## src/rtl/core/id_allocator_free_stack_assert.svh

```systemverilog
// Assertion macros for the id allocator. Each check is sampled on the rising
// clock edge and is switched off while reset is asserted.
`ifndef ID_ALLOCATOR_FREE_STACK_ASSERT_SVH
`define ID_ALLOCATOR_FREE_STACK_ASSERT_SVH

// A condition that must hold at every sampled edge.
`define IFS_ASSERT_ALWAYS(label, cond, msg) \
    label: assert property (@(posedge clk) disable iff (!rst_n) (cond)) else $error(msg);

// A consequent that must hold in the same cycle as its antecedent.
`define IFS_ASSERT_IMP(label, ante, cons, msg) \
    label: assert property (@(posedge clk) disable iff (!rst_n) (ante) |-> (cons)) \
        else $error(msg);

// A consequent that must hold in the cycle after its antecedent.
`define IFS_ASSERT_NEXT(label, ante, cons, msg) \
    label: assert property (@(posedge clk) disable iff (!rst_n) (ante) |=> (cons)) \
        else $error(msg);

`endif

```

## src/rtl/core/ifs_pkg.sv

```systemverilog
package ifs_pkg;

    // Stack size and id width.
    localparam int STACK_DEPTH = 256;
    localparam int ID_WIDTH    = 16;
    localparam int ADDR_W      = $clog2(STACK_DEPTH);
    localparam int CNT_W       = $clog2(STACK_DEPTH + 1);

    // The all-ones id is never handed out.
    localparam logic [ID_WIDTH-1:0] INVALID_ID = '1;

    // Operation codes.
    localparam logic OP_ALLOC   = 1'b0;
    localparam logic OP_RELEASE = 1'b1;

    // Status codes.
    localparam logic [1:0] ST_OK        = 2'd0;
    localparam logic [1:0] ST_INVALID   = 2'd1;
    localparam logic [1:0] ST_FULL      = 2'd2;
    localparam logic [1:0] ST_EXHAUSTED = 2'd3;

    // Access request to the free stack memory.
    typedef struct packed {
        logic                we;
        logic [ADDR_W-1:0]   waddr;
        logic [ID_WIDTH-1:0] wdata;
        logic                re;
        logic [ADDR_W-1:0]   raddr;
    } ram_req_t;

endpackage

```

## src/rtl/core/ifs_stack_ram.sv

```systemverilog
module ifs_stack_ram
    import ifs_pkg::*;
(
    input  logic                clk,
    input  ram_req_t            req,
    output logic [ID_WIDTH-1:0] rdata
);

    logic [ID_WIDTH-1:0] mem [STACK_DEPTH];
    logic [ID_WIDTH-1:0] rdata_reg;

    // Write port.
    always_ff @(posedge clk)
    begin
        if (req.we)
        begin
            mem[req.waddr] <= req.wdata;
        end
    end

    // Registered read port.
    always_ff @(posedge clk)
    begin
        if (req.re)
        begin
            rdata_reg <= mem[req.raddr];
        end
    end

    assign rdata = rdata_reg;

endmodule

```

## config.mk

```make
export PLATFORM = sky130hd
export DESIGN_NAME = ifs_stack_ram
export DESIGN_NICKNAME = d
export VERILOG_FILES = /design/src/rtl/core/id_allocator_free_stack_assert.svh /design/src/rtl/core/ifs_pkg.sv /design/src/rtl/core/ifs_stack_ram.sv
export SDC_FILE = /design/constraint.sdc
export NUM_CORES = 2
export LEC_CHECK = 0
export BUFFER_PORTS_ARGS = -buffer_cell sky130_fd_sc_hd__clkbuf_2
export CAP_MARGIN = 10
export CORE_MARGIN = 1.5
export CORE_UTILIZATION = 40
export DETAILED_ROUTE_END_ITERATION = 8
export PLACE_DENSITY = 0.59
export SLEW_MARGIN = 30
export SYNTH_ARGS = -nofsm -noshare
export SYNTH_HDL_FRONTEND = slang
export SYNTH_SLANG_ARGS = --single-unit
```

## constraint.sdc

```tcl
create_clock -name clk -period 3.7 [get_ports clk]
set_clock_uncertainty 0.05 [all_clocks]
set_input_delay 0.74 -clock clk [delete_from_list [all_inputs] [get_ports clk]]
set_output_delay 0.74 -clock clk [all_outputs]
set_load 0.03 [all_outputs]
```

# After elaboration in Yosys (flattened, before gate mapping)
# Memory sizes are Yosys's and may differ from the RTL's. A register that Yosys moved wholly into a read port is not among the register bits.
# Cells that the tools add are included.
[totals]
ff_bits = 0
latchBits = 0
ramBits = 4096
mem_bits_ro = 0
elab_cells = 3
n_memories = 1
[classes]
n_addsub = 0
n_mul = 0
n_div = 0
order_cmp = 0
eq_ne = 0
shift = 0
n_mux = 2
n_bitwise = 0
n_reduce_logical = 0
[memory_table]
columns = ["memory", "depth", "width", "read_ports", "rd_ports_with_merged_regs", "write_ports", "line_no", "source"]
rows = [
  ["mem", 256, 16, 1, 1, 1, "ifs_stack_ram.sv:9", "logic [ID_WIDTH-1:0] mem [STACK_DEPTH];"],
]
[ops]
columns = ["operator", "n"]
rows = [
  ["$mux W1", 2],
]

# Longest topological paths before layout
[logic_depth]
ltp_word = 2
ltp_mapped = 12
depth_no_buf = 6

# Least setup slack after synthesis
# No wires, ideal clock.
[synth_timing]
kind = "input to register"
startpoint = "input req[0] (netlist name)"
endpoint = "register rdata_reg[4], in the netlist rdata[4], read port of mem (data pin)"
setup_ns = 0.265
t_arrival_ns = 2.724
slack_ns = 0.661
cell_stages = 8
n_path_buf = 3
cell_sequence = "buf_6 -> buf_6 -> buf_2 -> mux4_2 -> mux4_2 -> a22o_1 -> o32ai_2 -> nor4_2"
[synth_rtl]
columns = ["element", "line_no", "source"]
rows = [
  ["start: declaration", "ifs_stack_ram.sv:5", "input ram_req_t req,"],
  ["end: declaration", "ifs_stack_ram.sv:10", "logic [ID_WIDTH-1:0] rdata_reg;"],
]

==> out/qor.txt <==
Status = finished with violations
Failing checks = negative setup slack
Biggest area consumer among synthesized cells = edfxtp_1
Synthesized flop and latch total = 4112
CTS tree = done
Top cell type's share of synthesized area = 77.72%
Initial Util = 40.15%
PostCTS Resize Cnt = 0
Yosys Warn Count = 0
Maximum VDD drop = 0.4071 mV
# rows = 231
DP HPWL = 267800 um
Max FFs per register = 4096
Detail Route Antenna Nets = 0
Top Ports = 51
Ys flop type = edfxtp_1
Met1 GRT Util = 29.24%
Vias in the first global route = 79760
Gpl congestion = 0.8611
# fillers = 32280
Drt wl/cell = 31.27 um
Critical Path Fanout Max = 40
Postcts setup bufs = 0
Hold buffer count at CTS = 0
Layout Area Growth over Synthesis = 16.27%
Leak = 59.06 nW
Async set-or-reset flop fraction in the synthesized netlist = 0%
Slew headroom = 26.00%
Met3 usage = 3.771%
Layout cells sized above 1 = 28.96%
Hold WC Path Type = in -> reg
Final Setup Violations = 1
Core Util, Final = 46.68%
Clock Sinks = 4112
CTS clk-pin slew, worst paths = 0.06 ns
Max Cap Violations = 0
Most frequent cell after synthesis = edfxtp_1
Met2 GRT Util = 34.42%
PortBufs = 50
Max Slew Vio Count = 0
Sequential Area = 123500 um2
Slew @ Worst Pin = 1.101 ns
Number of synthesized flops with an enable pin = 4112
First-pass GRT wire length = 607900 um
Die W = 633.2 um
Vias per cell = 5.772
Drt first pass iters = 6
Area contributors post-synth = edfxtp_1 (78%), mux4_2 (11%), mux2i_1 (3.6%), o221ai_1 (1.4%), nor2_1 (0.72%)
GRT Residual Overflow = 0
Initial antenna violation count = 26
Final Hold Fails = 0
Die height = 633.2 um
Average size of a mapped cell = 21.59 um2
Final period util = 101.0%
Footprint of the multi-input gates = 33090 um2
Finished Layout Cells = 13790
Final Worst Setup Slack = -0.03619 ns
Synthesized net count = 7395
Gr usage total = 21.25%
Maximum root-to-sink buffer count = 4
Post-route DRC violation count = 0
Gr busiest metal = met2
Clock Latency Late Sink = 1.00 ns
WP data required = 4.39 ns
PnR Total Power = 97.16 mW
DIE AREA = 401000 um2
Top cells by count, synth = edfxtp_1 (4112), mux4_2 (797), mux2i_1 (565), nor2_1 (304), o221ai_1 (252)
First DRT Iteration DRCs = 9125
Arr. time, crit path = 4.43 ns
Peak Freq = 267.7 MHz
Final nets = 8237
Setup Crit Path Kind = in -> reg
Sequential area share after synthesis = 77.72%
CTS Buf Count = 407
Pwr dens = 526.0 nW/um2
Cells after Synth = 7360
Synth Cell Area = 158900 um2
Placed cell count = 13030
CTS H-tree depth = 5
Via count = 79590
Largest net degree at the start of global routing = 121
Library cells used by synthesis = 51
Routed WL = 431200 um
Clk root buf = clkbuf_16
Core ar. = 395700 um2
Startpoint types = primary input
Period minus WS final = 3.736 ns
RSZ-0062 raised after global routing = false
Setup crit end kind = flip-flop
layer usage:
metal | vias up | part of all wire, %
li1 | 32970 | -
met1 | 42650 | 40
met2 | 3355 | 48
met3 | 603 | 7.8
met4 | 8 | 3.5
met5 | - | 0.011
final timing paths:
path	from	cells after the start	slack [ns]	end
max	req[0]	12	-0.04	rdata[11]
max reg2reg	mem[63][8]	6	0.48	rdata[8]
min	req[12]	1	0.12	mem[247][3]
min reg2reg	mem[96][15]	6	1.12	rdata[15]
logic make-up after synthesis:
kind of cell,Yosys count,synth area share [%]
flops,4112,77.72
compound gates,786,3.534
mux,1450,15.48
simple gates,556,1.573
buf+inv,456,1.692
critical path, cell delays in order:
cell and delay [ns]:
buf_12 0.11, buf_12 0.23, buf_12 0.20, buf_12 0.30, buf_4 0.29, mux2i_1 0.11
o221ai_1 0.41, o32ai_1 0.21, a21oi_1 0.58, buf_4 0.25, nand4_1 0.47, nor4_1 0.42
layout by cell type, fill, tap and decap left out, types with 79 or more instances in the layout:
cell type  synthesis  final
clkbuf_16          0    413
mux2_2            88     88
mux4_2           797    797
a21oi_1          175    175
nor2_1           304    192
nor2_2             0    112
nor3_1            92     89
edfxtp_1        4112   4112
mux2i_1          565    565
o221ai_1         252    252
buf_4             26    693
clkinv_1           0    101
clkinv_2           0     79
buf_12             5    142
o22ai_1          148    148
power breakdown:
part	total [mW]	switching [mW]	leakage (nW)	internal, mW
combinational	5.32	3.34	15.7	1.97
clock	40.4	17.6	6.34	22.8
sequential	51.5	0.0828	37.0	51.4
layout make-up:
type	count	share of cell area [%]
Antenna cell	13	0.01761
Clock buffer	491	5.753
Clock inverter	249	1.286
Inverter	4	0.01490
Multi-Input combinational cell	2792	17.92
Sequential cell	4112	66.85
Tap cell	5242	3.551
Timing Repair Buffer	885	4.615
stage by stage:
stage / hold slack (ns) / setup slack, ns / setup TNS, ns / instance area, um2
2_1_floorplan: 0.7889 / 0.6611 / 0 / 158900
3_3_place_gp: 1.136 / -0.8677 / -4.900 / 171600
3_5_place_dp: 1.140 / -0.8509 / -4.864 / 171600
4_1_cts: 0.1391 / 0.1581 / 0 / 184600
5_1_grt: 0.08075 / 0.1273 / 0 / 184700
6_report: 0.1160 / -0.03619 / -0.03619 / 184700
Power figures use the tool's default switching activity.
